File: config.mk
export PLATFORM = sky130hd
export DESIGN_NAME = ternary_tensor_transcend_step_top
export DESIGN_NICKNAME = d
export VERILOG_FILES = /design/src/design/ttts_pkg.sv /design/src/design/ttts_vector_pipe.sv /design/src/design/ternary_tensor_transcend_step_top.sv
export SDC_FILE = /design/constraint.sdc
export NUM_CORES = 2
export LEC_CHECK = 0
export ABC_AREA = 1
export BUFFER_PORTS_ARGS = -buffer_cell sky130_fd_sc_hd__buf_2
export CAP_MARGIN = 5
export CORE_MARGIN = 3
export CORE_UTILIZATION = 57
export DETAILED_ROUTE_END_ITERATION = 10
export PLACE_DENSITY_LB_ADDON = 0.1
export SETUP_SLACK_MARGIN = 0.2
export SKIP_LAST_GASP = 1
export SYNTH_ARGS = -nofsm -noshare
export SYNTH_HDL_FRONTEND = slang
export SYNTH_SLANG_ARGS = --single-unit
File: constraint.sdc
create_clock -name clk -period 10.8 [get_ports clk]
set_input_delay 0 -clock clk [delete_from_list [all_inputs] [get_ports clk]]
set_output_delay 0 -clock clk [all_outputs]
set_load 0.02 [all_outputs]
File: src/design/ttts_pkg.sv
`timescale 1ns / 1ps

package ttts_pkg;

  // One trit, 2 bits. Inputs may carry 10, which decodes to null.
  typedef logic [1:0] trit_t;

  localparam trit_t T_ZERO = 2'b00;
  localparam trit_t T_ONE  = 2'b01;
  localparam trit_t T_NULL = 2'b11;

  // Gate modes are trits too: 0 AND, 1 OR, null consensus.
  localparam trit_t MODE_AND  = T_ZERO;
  localparam trit_t MODE_OR   = T_ONE;

  localparam int TRITS_PER_DIM = 3;
  localparam int DIMS_PER_VEC  = 3;
  localparam int VEC_W         = 2 * TRITS_PER_DIM * DIMS_PER_VEC;
  localparam int NULLS_W       = 4;
  localparam int PERM_W        = 3;

  // First entry of the row order table (012).
  localparam logic [PERM_W-1:0] PERM_FIRST = 3'd0;

  typedef trit_t [TRITS_PER_DIM-1:0] row_t;  // indexed by column
  typedef row_t  [2:0]               blk_t;  // rows: result, mode, outcome

  function automatic trit_t decode(input logic [1:0] c);
    trit_t t;
    case (c)
      2'b00:   t = T_ZERO;
      2'b01:   t = T_ONE;
      default: t = T_NULL;
    endcase
    return t;
  endfunction

  function automatic trit_t g_and(input trit_t a, input trit_t b);
    trit_t t;
    if (a == T_ZERO || b == T_ZERO) t = T_ZERO;
    else if (a == T_ONE && b == T_ONE) t = T_ONE;
    else t = T_NULL;
    return t;
  endfunction

  function automatic trit_t g_or(input trit_t a, input trit_t b);
    trit_t t;
    if (a == T_ONE || b == T_ONE) t = T_ONE;
    else if (a == T_ZERO && b == T_ZERO) t = T_ZERO;
    else t = T_NULL;
    return t;
  endfunction

  function automatic trit_t g_cons(input trit_t a, input trit_t b);
    return (a != T_NULL && a == b) ? a : T_NULL;
  endfunction

  function automatic trit_t g_infer(input trit_t a, input trit_t b, input trit_t m);
    trit_t t;
    case (m)
      MODE_AND: t = g_and(a, b);
      MODE_OR:  t = g_or(a, b);
      default:  t = g_cons(a, b);
    endcase
    return t;
  endfunction

  function automatic trit_t g_learn(input trit_t a, input trit_t b, input trit_t r);
    trit_t t;
    if (g_and(a, b) == r) t = MODE_AND;
    else if (g_or(a, b) == r) t = MODE_OR;
    else t = T_NULL;
    return t;
  endfunction

  function automatic trit_t maj3(input trit_t a, input trit_t b, input trit_t c);
    trit_t t;
    if (a == b || a == c) t = a;
    else if (b == c) t = b;
    else t = T_NULL;
    return t;
  endfunction

  // Fill the lowest column that holds one lone null with agreeing partners.
  function automatic blk_t refine(input blk_t b);
    blk_t       r;
    logic       done;
    logic [1:0] n;
    trit_t      v;
    r    = b;
    done = 1'b0;
    for (int i = 0; i < TRITS_PER_DIM; i++) begin
      n = {1'b0, b[0][i] == T_NULL} + {1'b0, b[1][i] == T_NULL}
        + {1'b0, b[2][i] == T_NULL};
      v = maj3(b[0][i], b[1][i], b[2][i]);
      if (!done && n == 2'd1 && v != T_NULL) begin
        r[0][i] = v;
        r[1][i] = v;
        r[2][i] = v;
        done    = 1'b1;
      end
    end
    return r;
  endfunction

  function automatic logic [NULLS_W-1:0] count_nul(input blk_t b);
    logic [NULLS_W-1:0] n;
    n = '0;
    for (int r = 0; r < 3; r++) begin
      for (int i = 0; i < TRITS_PER_DIM; i++) begin
        n = n + {{(NULLS_W-1){1'b0}}, b[r][i] == T_NULL};
      end
    end
    return n;
  endfunction

endpackage

File: src/design/ttts_vector_pipe.sv
`timescale 1ns / 1ps

// Three-stage datapath for one vector (three dimensions of three trits).
module ttts_vector_pipe (
  input  logic                          clk,
  input  logic                          en,
  input  logic [ttts_pkg::VEC_W-1:0]    a_vec,
  input  logic [ttts_pkg::VEC_W-1:0]    b_vec,
  input  logic [ttts_pkg::VEC_W-1:0]    c_vec,
  output logic [ttts_pkg::VEC_W-1:0]    em_vec,
  output logic [ttts_pkg::NULLS_W-1:0]  nulls
);
  import ttts_pkg::*;

  // Stage 1: decoded sources, learned modes, first outcomes.
  blk_t s1_a;           // [dimension][column]
  blk_t s1_b;
  blk_t s1_blk [3];     // per dimension: target, mode, outcome
  blk_t s1_a_next;
  blk_t s1_b_next;
  blk_t s1_blk_next [3];

  // Stage 2: re-inferred blocks, null count of tensor A's vector.
  blk_t               s2_blk [3];
  logic [NULLS_W-1:0] s2_nulls;
  blk_t               s2_blk_next [3];
  logic [NULLS_W-1:0] s2_nulls_next;

  logic [VEC_W-1:0] em_next;

  always_comb begin
    trit_t ta;
    trit_t tb;
    trit_t tc;
    for (int d = 0; d < DIMS_PER_VEC; d++) begin
      for (int k = 0; k < TRITS_PER_DIM; k++) begin
        ta = decode(a_vec[2*(3*d+k) +: 2]);
        tb = decode(b_vec[2*(3*d+k) +: 2]);
        tc = decode(c_vec[2*(3*d+k) +: 2]);
        s1_a_next[d][k]      = ta;
        s1_b_next[d][k]      = tb;
        s1_blk_next[d][0][k] = tc;
        s1_blk_next[d][1][k] = g_learn(ta, tb, tc);
        s1_blk_next[d][2][k] = maj3(ta, tb, tc);
      end
    end
  end

  always_comb begin
    blk_t  rb;
    trit_t r;
    for (int d = 0; d < DIMS_PER_VEC; d++) begin
      rb = refine(s1_blk[d]);
      for (int k = 0; k < TRITS_PER_DIM; k++) begin
        r = g_infer(s1_a[d][k], s1_b[d][k], rb[1][k]);
        s2_blk_next[d][0][k] = r;
        s2_blk_next[d][1][k] = rb[1][k];
        s2_blk_next[d][2][k] = maj3(s1_a[d][k], s1_b[d][k], r);
      end
    end
    // Rows of A in any order refine the same column contents, so one count serves.
    s2_nulls_next = count_nul(refine(s1_a));
  end

  always_comb begin
    blk_t  rb [3];
    trit_t t;
    for (int d = 0; d < DIMS_PER_VEC; d++) begin
      rb[d] = refine(s2_blk[d]);
    end
    for (int r = 0; r < 3; r++) begin
      for (int k = 0; k < TRITS_PER_DIM; k++) begin
        t = maj3(rb[0][r][k], rb[1][r][k], rb[2][r][k]);
        em_next[2*(3*r+k) +: 2] = t;
      end
    end
  end

  // Advance all stages together; hold on stall.
  always_ff @(posedge clk) begin
    if (en) begin
      s1_a     <= s1_a_next;
      s1_b     <= s1_b_next;
      s1_blk   <= s1_blk_next;
      s2_blk   <= s2_blk_next;
      s2_nulls <= s2_nulls_next;
      em_vec   <= em_next;
      nulls    <= s2_nulls;
    end
  end

endmodule

File: src/design/ternary_tensor_transcend_step_top.sv
`timescale 1ns / 1ps

// An input transfer passes through the three register stages (stage 1, stage 2,
// output register) in turn before its output transfer.
// Throughput: one tensor triple per cycle; the three register stages advance
// together and hold in place only while a result waits with m_tready low.
// Reset (rst, synchronous, active high) clears the stage valid bits only;
// payload registers carry no reset.
module ternary_tensor_transcend_step_top (
  input  logic         clk,
  input  logic         rst,
  input  logic         s_tvalid,
  output logic         s_tready,
  // s_tdata from bit 0: tensor_a[53:0], tensor_b[107:54], tensor_c[161:108],
  // zero pad [167:162]
  input  logic [167:0] s_tdata,
  output logic         m_tvalid,
  input  logic         m_tready,
  // m_tdata from bit 0: emergent_tensor[53:0], role_perm_0[56:54],
  // role_perm_1[59:57], role_perm_2[62:60], role_nulls_0[66:63],
  // role_nulls_1[70:67], role_nulls_2[74:71], zero pad [79:75]
  output logic [79:0]  m_tdata
);
  import ttts_pkg::*;

  localparam int TENSOR_W = 3 * VEC_W;

  logic v1;
  logic v2;
  logic v3;
  logic en;

  logic [TENSOR_W-1:0] tensor_a;
  logic [TENSOR_W-1:0] tensor_b;
  logic [TENSOR_W-1:0] tensor_c;
  logic [TENSOR_W-1:0] emergent;
  logic [NULLS_W-1:0]  lane_nulls [3];

  // The whole pipe moves whenever the output slot is empty or being drained,
  // so a new transfer is taken in the same cycle a result leaves.
  assign en       = !v3 || m_tready;
  assign s_tready = en;
  assign m_tvalid = v3;

  assign tensor_a = s_tdata[TENSOR_W-1:0];
  assign tensor_b = s_tdata[2*TENSOR_W-1:TENSOR_W];
  assign tensor_c = s_tdata[3*TENSOR_W-1:2*TENSOR_W];

  always_ff @(posedge clk) begin
    if (rst) begin
      v1 <= 1'b0;
      v2 <= 1'b0;
      v3 <= 1'b0;
    end else if (en) begin
      v1 <= s_tvalid;
      v2 <= v1;
      v3 <= v2;
    end
  end

  // One lane per vector: learn, refine, re-infer, refine, merge dimensions.
  for (genvar v = 0; v < 3; v++) begin : g_lane
    ttts_vector_pipe u_lane (
      .clk    (clk),
      .en     (en),
      .a_vec  (tensor_a[v*VEC_W +: VEC_W]),
      .b_vec  (tensor_b[v*VEC_W +: VEC_W]),
      .c_vec  (tensor_c[v*VEC_W +: VEC_W]),
      .em_vec (emergent[v*VEC_W +: VEC_W]),
      .nulls  (lane_nulls[v])
    );
  end

  // Permuting rows never changes which column refines or the null count, so
  // every order ties and the first one is always the pick.
  assign m_tdata = {5'b0,
                    lane_nulls[2], lane_nulls[1], lane_nulls[0],
                    PERM_FIRST, PERM_FIRST, PERM_FIRST,
                    emergent};

  // Null counts of a 3x3 block never exceed nine.
  a_nulls_range: assert property (@(posedge clk) disable iff (rst)
    m_tvalid |-> (m_tdata[66:63] <= 4'd9 && m_tdata[70:67] <= 4'd9
                  && m_tdata[74:71] <= 4'd9))
    else $error("role null count out of range");

  // A stalled middle stage keeps its item.
  a_stall_hold: assert property (@(posedge clk) disable iff (rst)
    (!s_tready && v2) |=> v2)
    else $error("stage 2 item lost during stall");

  // Output slot empties only through a transfer.
  a_out_drain: assert property (@(posedge clk) disable iff (rst)
    (m_tvalid && !m_tready) |=> m_tvalid)
    else $error("result dropped without transfer");

endmodule

**Yosys cells after proc, flatten, opt, wreduce, memory -nomap -nowiden**

Index checks and enable logic that the tools add are counted.

- Bits in registers: 513
- Input port bits: 172
- Output and inout port bits: 82
- Word-level logic and storage cells: 3071

- $add $sub $neg: 150
- Equal/unequal tests: 1071
- Multiplexer cells: 870
- Reduce and logical (&&, ||, !) cells: 752

Operator list:

| kind | number |
|---|---|
| $mux W2 | 720 |
| $eq A2 B2 Y1 | 486 |
| $eq A2 B1 Y1 const B | 279 |
| $eq A2 B2 Y1 const B | 216 |
| $logic_not A2 Y1 | 216 |
| $pmux W2 S2 | 108 |
| $logic_or A1 B1 Y1 | 253 |
| $logic_and A1 B1 Y1 | 240 |
| $ne A2 B2 Y1 const B | 90 |
| $add A1 B1 Y2 | 66 |
| $add A2 B1 Y2 | 63 |
| $add A4 B1 Y4 | 21 |
| $logic_not A1 Y1 | 43 |
| $mux W1 | 42 |

**Longest topological paths before layout**

- Depth after elaboration: 22
- Depth in mapped cells: 23
- Depth with buffers taken out: 23

**Cells and area by module**

A second synthesis with hierarchy kept.

- Cells, all modules: 6184
- Area total of the unflattened synthesis: 42987.5 um^2

Modules (own cells, without submodules):

| module | instances | cells each | area each (um^2) | seq. area each (um^2) |
|---|---|---|---|---|
| ttts_vector_pipe at g_lane[2].u_lane | 1 | 2108 | 14430.1 | 5104.9 |
| ttts_vector_pipe at g_lane[0].u_lane | 1 | 2048 | 14264.9 | 5104.9 |
| ttts_vector_pipe at g_lane[1].u_lane | 1 | 1994 | 14057.2 | 5104.9 |
| ternary_tensor_transcend_step_top | 1 | 34 | 235.2 | 60.1 |

**Least setup slack after synthesis**

OpenSTA, ideal clock, no wires.

- Kind: register -> register
- From: register v3 (netlist: m_tvalid)
- To: register g_lane[0].u_lane.em_vec[0] (netlist bit), enable pin
- Setup time: 0.865 ns
- Arrival: 10.479 ns
- Required time: 9.935 ns
- Setup slack: -0.545 ns
- Cell stages (with the launch flop): 4
- Buffers on the path: 0
- Period minus slack after synthesis: 11.345 ns
- Cells stage by stage: dfxtp_1 inv_1 nor2_1 inv_1

- Cells in the longest elaborated chain, start to end: 2

Ends and longest elaborated chain:

| what | RTL line | RTL |
|---|---|---|
| start: declaration | ternary_tensor_transcend_step_top.sv:30 | `logic v3;` |
| start signal: assignment | ternary_tensor_transcend_step_top.sv:57 | `v3 <= v2;` |
| $logic_not A1 Y1 | ternary_tensor_transcend_step_top.sv:41 | `assign en = !v3 \|\| m_tready;` |
| $logic_or A1 B1 Y1 | ternary_tensor_transcend_step_top.sv:41 |  |
| net s_tready | ternary_tensor_transcend_step_top.sv:13 | `output logic s_tready,` |
| end signal: assignment | ttts_vector_pipe.sv:87 | `em_vec <= em_next;` |
| end: declaration | ttts_vector_pipe.sv:10 | `output logic [ttts_pkg::VEC_W-1:0] em_vec,` |

The timed path passes the listed nets, and every way through them passes these cells.
A chain may end at the register's enable or synchronous reset.

**Worst setup path after layout**

- From: register g_lane[1].u_lane.s1_a[0] (netlist bit)
- To: register g_lane[1].u_lane.s2_nulls[2] (data pin)

- Cells in the longest elaborated chain, start to end: 22
- Elaborated cells on any way between the ends: 44
- Those cells by class: add/sub: 10; eq/ne: 14; mux: 12; reduce/logical: 8

Ends and longest elaborated chain:

| what | RTL line | RTL |
|---|---|---|
| start: declaration | ttts_vector_pipe.sv:16 | `blk_t s1_a;` |
| start signal: assignment | ttts_vector_pipe.sv:82 | `s1_a <= s1_a_next;` |
| $eq A2 B2 Y1, on equally long branches | ttts_pkg.sv:93, ttts_pkg.sv:78 |  |
| $add A1 B1 Y2 or $logic_or A1 B1 Y1 (tied branches) | ttts_pkg.sv:93, ttts_pkg.sv:78 |  |
| $add A2 B1 Y2 or $mux W2 (tied branches) | ttts_pkg.sv:94, ttts_pkg.sv:78 |  |
| $eq A2 B1 Y1 or $ne A2 B2 Y1 (tied branches) | ttts_pkg.sv:96 | `if (!done && n == 2'd1 && v != T_NULL) begin` |
| $logic_and A1 B1 Y1 | ttts_pkg.sv:96 |  |
| $mux W1 | ttts_pkg.sv:96 |  |
| $logic_not A1 Y1 | ttts_pkg.sv:96 |  |
| $logic_and A1 B1 Y1 (2 in a row) | ttts_pkg.sv:96 |  |
| $mux W1 | ttts_pkg.sv:96 |  |
| $logic_not A1 Y1 | ttts_pkg.sv:96 |  |
| $logic_and A1 B1 Y1 (2 in a row) | ttts_pkg.sv:96 |  |
| $mux W2 | ttts_pkg.sv:96 |  |
| $eq A2 B2 Y1 | ttts_pkg.sv:111 | `n = n + {{(NULLS_W-1){1'b0}}, b[r][i] == T_NULL};` |
| $add A4 B1 Y4 (6 in a row) | ttts_pkg.sv:111 |  |
| $add A4 B1 Y4 (*) | ttts_pkg.sv:111 |  |
| net g_lane[1].u_lane.s2_nulls_next[2] | ttts_vector_pipe.sv:27 | `logic [NULLS_W-1:0] s2_nulls_next;` |
| end signal: assignment | ttts_vector_pipe.sv:86 | `s2_nulls <= s2_nulls_next;` |
| end: declaration | ttts_vector_pipe.sv:25 | `logic [NULLS_W-1:0] s2_nulls;` |

Mark *: on every way through the listed nets, which the timed path passes. The rest lies on a longest branch.

==> summary.txt <==
STA
-------------------------------------------------------------------------------------
Tightest Pin Transition ................................................      1.01 ns
Worst setup margin .....................................................      5.59 ns
Final Hold Fails .......................................................            0
Slew headroom ..........................................................        32.7%
Max Clock Skew .........................................................    0.0165 ns
Tcrit/Tclk final .......................................................        48.2%
Setup TNS ..............................................................         0 ns
Final critical path time including I/O delays and setup ................      5.21 ns
Total setup violations reported at the end of the flow .................            0
RSZ-0062 raised after global routing ...................................        false
Max-slew violation total from the final report .........................            0
Fmax ...................................................................      192 MHz

DETAILED ROUTING
-------------------------------------------------------------------------------------
Via density per instance ...............................................         5.06
Average wire per cell in the routed design .............................      12.7 µm
Total iterations of the first detailed-routing run .....................            7
Total wire length after detailed routing ...............................      96.5 mm
DRC violation count after routing ......................................            0
Antenna-violating nets left ............................................            0
Routed via count .......................................................        38500
Count of routing violations after the opening detailed-route iteration .         2023

PLACE
-------------------------------------------------------------------------------------
Sum of net half-perimeters after detailed placement ....................      73.7 mm
Input/output buffers ...................................................          233
Post-Place Setup Slack .................................................      5.57 ns
Routability congestion estimate from global placement ..................        0.949

YOSYS
-------------------------------------------------------------------------------------
Number of distinct library cells after synthesis .......................           63
Most common library cells after synthesis .............................. 2241 x sky130_fd_sc_hd__nand2_1, 986 x sky130_fd_sc_hd__inv_1, 559 x sky130_fd_sc_hd__nor2_1
Most area-hungry cell type in the Yosys netlist ........................ sky130_fd_sc_hd__edfxtp_1
Post-synth EDFFs .......................................................          510
Post-synth top area share ..............................................        35.5%
Count of synthesis-stage warnings from yosys ...........................            0
Synth Area per Inst ....................................................     6.87 µm²
Gate Count Post-Synth ..................................................         6278
Fraction of registers with async set or reset after synthesis ..........           0%
Cell types with the largest area share after synthesis ................. sky130_fd_sc_hd__edfxtp_1 36%, sky130_fd_sc_hd__nand2_1 20%, sky130_fd_sc_hd__inv_1 8.6%, sky130_fd_sc_hd__nand3_1 5.2%, sky130_fd_sc_hd__xnor2_1 4.9%
Register bit total from synthesis ......................................          513
Most used DFF post-synth ............................................... sky130_fd_sc_hd__edfxtp_1
Sequential element share of the synthesized area .......................        35.7%
Summed instance area of the synthesized netlist ........................   0.0431 mm²
Most frequently used cell type in the post-synthesis netlist ........... sky130_fd_sc_hd__nand2_1

WORST SETUP PATH
-------------------------------------------------------------------------------------
Worst path arrival time ................................................      5.57 ns
Number of cells on the critical path ...................................           19
Element type at the critical path start ................................     register
Startpoint-to-endpoint class of the critical path ...................... register to register
Number of buffer and inverter stages on the critical path ..............            4
Critical path capture point type .......................................     register
Register-to-Register Path Depth ........................................           19
Family with the most delay on the worst path ...........................  adder cells
Critical path fanouts, max .............................................           10
Cell Chain, Critical Path .............................................. xor2_1 > o22ai_1 > nor4_1 > a21oi_1 > nand2_1 > nand3b_1 > nand3_1 > nand3_1 > inv_1 > ha_1 > inv_1 > fa_1 > fa_1 > inv_1 > fa_1 > ha_1 > inv_1 > fa_1 > xnor2_1
Largest stage delay on the critical path ...............................      0.56 ns
Worst path slowest cell ................................................ sky130_fd_sc_hd__edfxtp_1
Data required, critical path ...........................................     11.16 ns

GLOBAL ROUTE
-------------------------------------------------------------------------------------
Maximum number of pins on one net before global-route repair ...........          165
Wire length of the first global-routing pass ...........................       161 mm
Initial antenna violation count ........................................            3
Number of global-route vias before repair ..............................        35400
Total Routing Usage GR .................................................        24.2%
GR Overflow Total ......................................................            0

CLOCK TREE
-------------------------------------------------------------------------------------
Clock network latency to the later pin of the worst-skew pair ..........      0.63 ns
CTS tree ...............................................................         done
Number of setup buffers added after CTS ................................            0
Longest Clk Path Bufs ..................................................            3
Clock tree root driver cell ............................................ sky130_fd_sc_hd__clkbuf_16
CTS Buf Count ..........................................................           59
Count of hold buffers inserted by post-cts repair ......................          168
Clk sink count .........................................................          513
CTS H-Tree Depth .......................................................            2
Clk pin slew, worst setup/hold paths ...................................      0.06 ns
Resize count post-CTS ..................................................            0

RUN
-------------------------------------------------------------------------------------
Max-Cap Viols ..........................................................            0

FLOORPLAN
-------------------------------------------------------------------------------------
Count of boundary I/O pins .............................................          254
DIE HEIGHT .............................................................       281 µm
Core area ..............................................................   0.0747 mm²
Die area ...............................................................   0.0790 mm²
Starting Density .......................................................        57.7%
Die W ..................................................................       281 µm
Standard-cell rows .....................................................          100

FINISH
-------------------------------------------------------------------------------------
Filler cell count ......................................................         6579
Area occupied by multi-input gates .....................................   0.0233 mm²
Fraction of layout instances using a drive strength above 1 ............        6.76%
Reg area ...............................................................   0.0154 mm²
# nets final ...........................................................         6893
Area Overhead vs Synth .................................................        12.9%

POWER AND IR DROP
-------------------------------------------------------------------------------------
Maximum resistive drop on vdd ..........................................     0.164 mV
P_leak .................................................................      25.1 nW
Pwr per Cell Area ......................................................   285 mW/mm²

WORST HOLD PATH
-------------------------------------------------------------------------------------
Type of the tightest min-delay check ................................... input pin to register
Number of cells traversed by the worst hold path .......................            3

STATUS
-------------------------------------------------------------------------------------
Run status ............................................................. finished clean

-- kinds of logic (layout without fill, tap and decap cells) --
logic type	Yosys count	in the layout	share of synthesized area, %
AOI/OAI and AO/OA	549	549	7.22
xor gates and xnor gates	405	405	8.23
adders and majority gates	116	116	4.73
buffers and inverters	1170	1531	10.4
DFF	513	513	35.7
other	1	16	0.00870
and+or+nand+nor	3524	3524	33.8
-- report_power, final --
part | total [mW] | leakage (nW) | switching (mW) | internal [mW]
combinational | 8.12 | 19.0 | 5.21 | 2.91
clock | 2.08 | 0.980 | 0.814 | 1.26
sequential | 3.65 | 5.17 | 0.592 | 3.06
-- worst paths after layout --
| check | slack [ns] | to | from |
|---|---|---|---|
| max | 5.59 | g_lane[1].u_lane.s2_nulls[2] | g_lane[1].u_lane.s1_a[0] |
| min reg2reg | 0.42 | g_lane[0].u_lane.nulls[3] | g_lane[0].u_lane.s2_nulls[3] |
| max reg2reg | 5.59 | g_lane[1].u_lane.s2_nulls[2] | g_lane[1].u_lane.s1_a[0] |
| min | 0.12 | m_tvalid | rst |
-- cell type report --
type | instances | area share (%)
diodes | 2 | 0.0103
clock buffers | 69 | 3.20
flip-flops and latches | 513 | 31.6
multi-input cells | 4608 | 47.9
inverters | 1018 | 7.87
repair buffers | 405 | 5.97
clock inverters | 39 | 0.946
well taps | 969 | 2.49
-- worst min-delay path: stages --
cell and delay (ns):
sky130_fd_sc_hd__dlygate4sd3_1 0.52, sky130_fd_sc_hd__buf_2 0.12, sky130_fd_sc_hd__a21oi_1 0.04
-- metal layers --
layer / track usage, % / wire length, µm / share of wire (%)
met2: 45.4 / 49300 / 51
met5: 0 / 27 / 0.028
met3: 2.92 / 3650 / 3.8
met4: 9.28 / 3720 / 3.9
met1: 28.1 / 39800 / 41
-- through the flow --
stage	instance area, µm²	power (mW)	util [%]	hold slack, ns	cells
floorplan	43200	10.0	-	0.0691	6291
global placement	44900	11.6	60.2	0.195	7345
detailed placement	44900	11.8	60.2	0.196	7345
CTS	48600	13.9	65.1	0.0728	7621
global route	48600	15.4	65.1	0.0927	7622
finish	48700	13.8	65.1	0.117	7623
-- cells in the final DEF, fill, tap and decap left out, types with 10 or more instances in the layout --
| cell type | netlist | routed |
|---|---|---|
| sky130_fd_sc_hd__dlygate4sd3_1 | 0 | 168 |
| sky130_fd_sc_hd__a21oi_1 | 156 | 156 |
| sky130_fd_sc_hd__ha_1 | 38 | 38 |
| sky130_fd_sc_hd__o21ai_1 | 51 | 51 |
| sky130_fd_sc_hd__o41ai_1 | 14 | 14 |
| sky130_fd_sc_hd__inv_1 | 986 | 985 |
| sky130_fd_sc_hd__clkinv_1 | 1 | 11 |
| sky130_fd_sc_hd__xor2_1 | 162 | 162 |
| sky130_fd_sc_hd__o21ai_0 | 219 | 219 |
| sky130_fd_sc_hd__bufinv_16 | 0 | 10 |
| sky130_fd_sc_hd__nand4_1 | 81 | 81 |
| sky130_fd_sc_hd__o22ai_1 | 24 | 24 |
| sky130_fd_sc_hd__o21ai_2 | 22 | 22 |
| sky130_fd_sc_hd__nand2_2 | 30 | 30 |
| sky130_fd_sc_hd__xnor2_1 | 243 | 243 |
| sky130_fd_sc_hd__conb_1 | 1 | 14 |
| sky130_fd_sc_hd__nor4_1 | 38 | 38 |
| sky130_fd_sc_hd__nand3_1 | 444 | 444 |
| sky130_fd_sc_hd__inv_2 | 30 | 30 |
| sky130_fd_sc_hd__fa_1 | 78 | 78 |
| sky130_fd_sc_hd__nand3b_1 | 33 | 33 |
| sky130_fd_sc_hd__nor2_1 | 559 | 559 |
| sky130_fd_sc_hd__buf_2 | 10 | 233 |
| sky130_fd_sc_hd__clkinv_2 | 0 | 11 |
| sky130_fd_sc_hd__o211ai_1 | 11 | 11 |
| sky130_fd_sc_hd__clkbuf_16 | 0 | 61 |
| sky130_fd_sc_hd__nor3_1 | 57 | 57 |
| sky130_fd_sc_hd__nand2_1 | 2241 | 2241 |
| sky130_fd_sc_hd__edfxtp_1 | 510 | 510 |
-- flip-flops by register name (all words and copies together) (netlist names) --
name / cells
g_lane.u_lane.s1_b: 54
g_lane.u_lane.s1_blk: 162
g_lane.u_lane.em_vec: 54
v2: 1
v1: 1
g_lane.u_lane.s1_a: 54
g_lane.u_lane.nulls: 12
m_tvalid: 1
g_lane.u_lane.s2_nulls: 12
g_lane.u_lane.s2_blk: 162
Note: power is estimated with default switching activity, not from simulation.
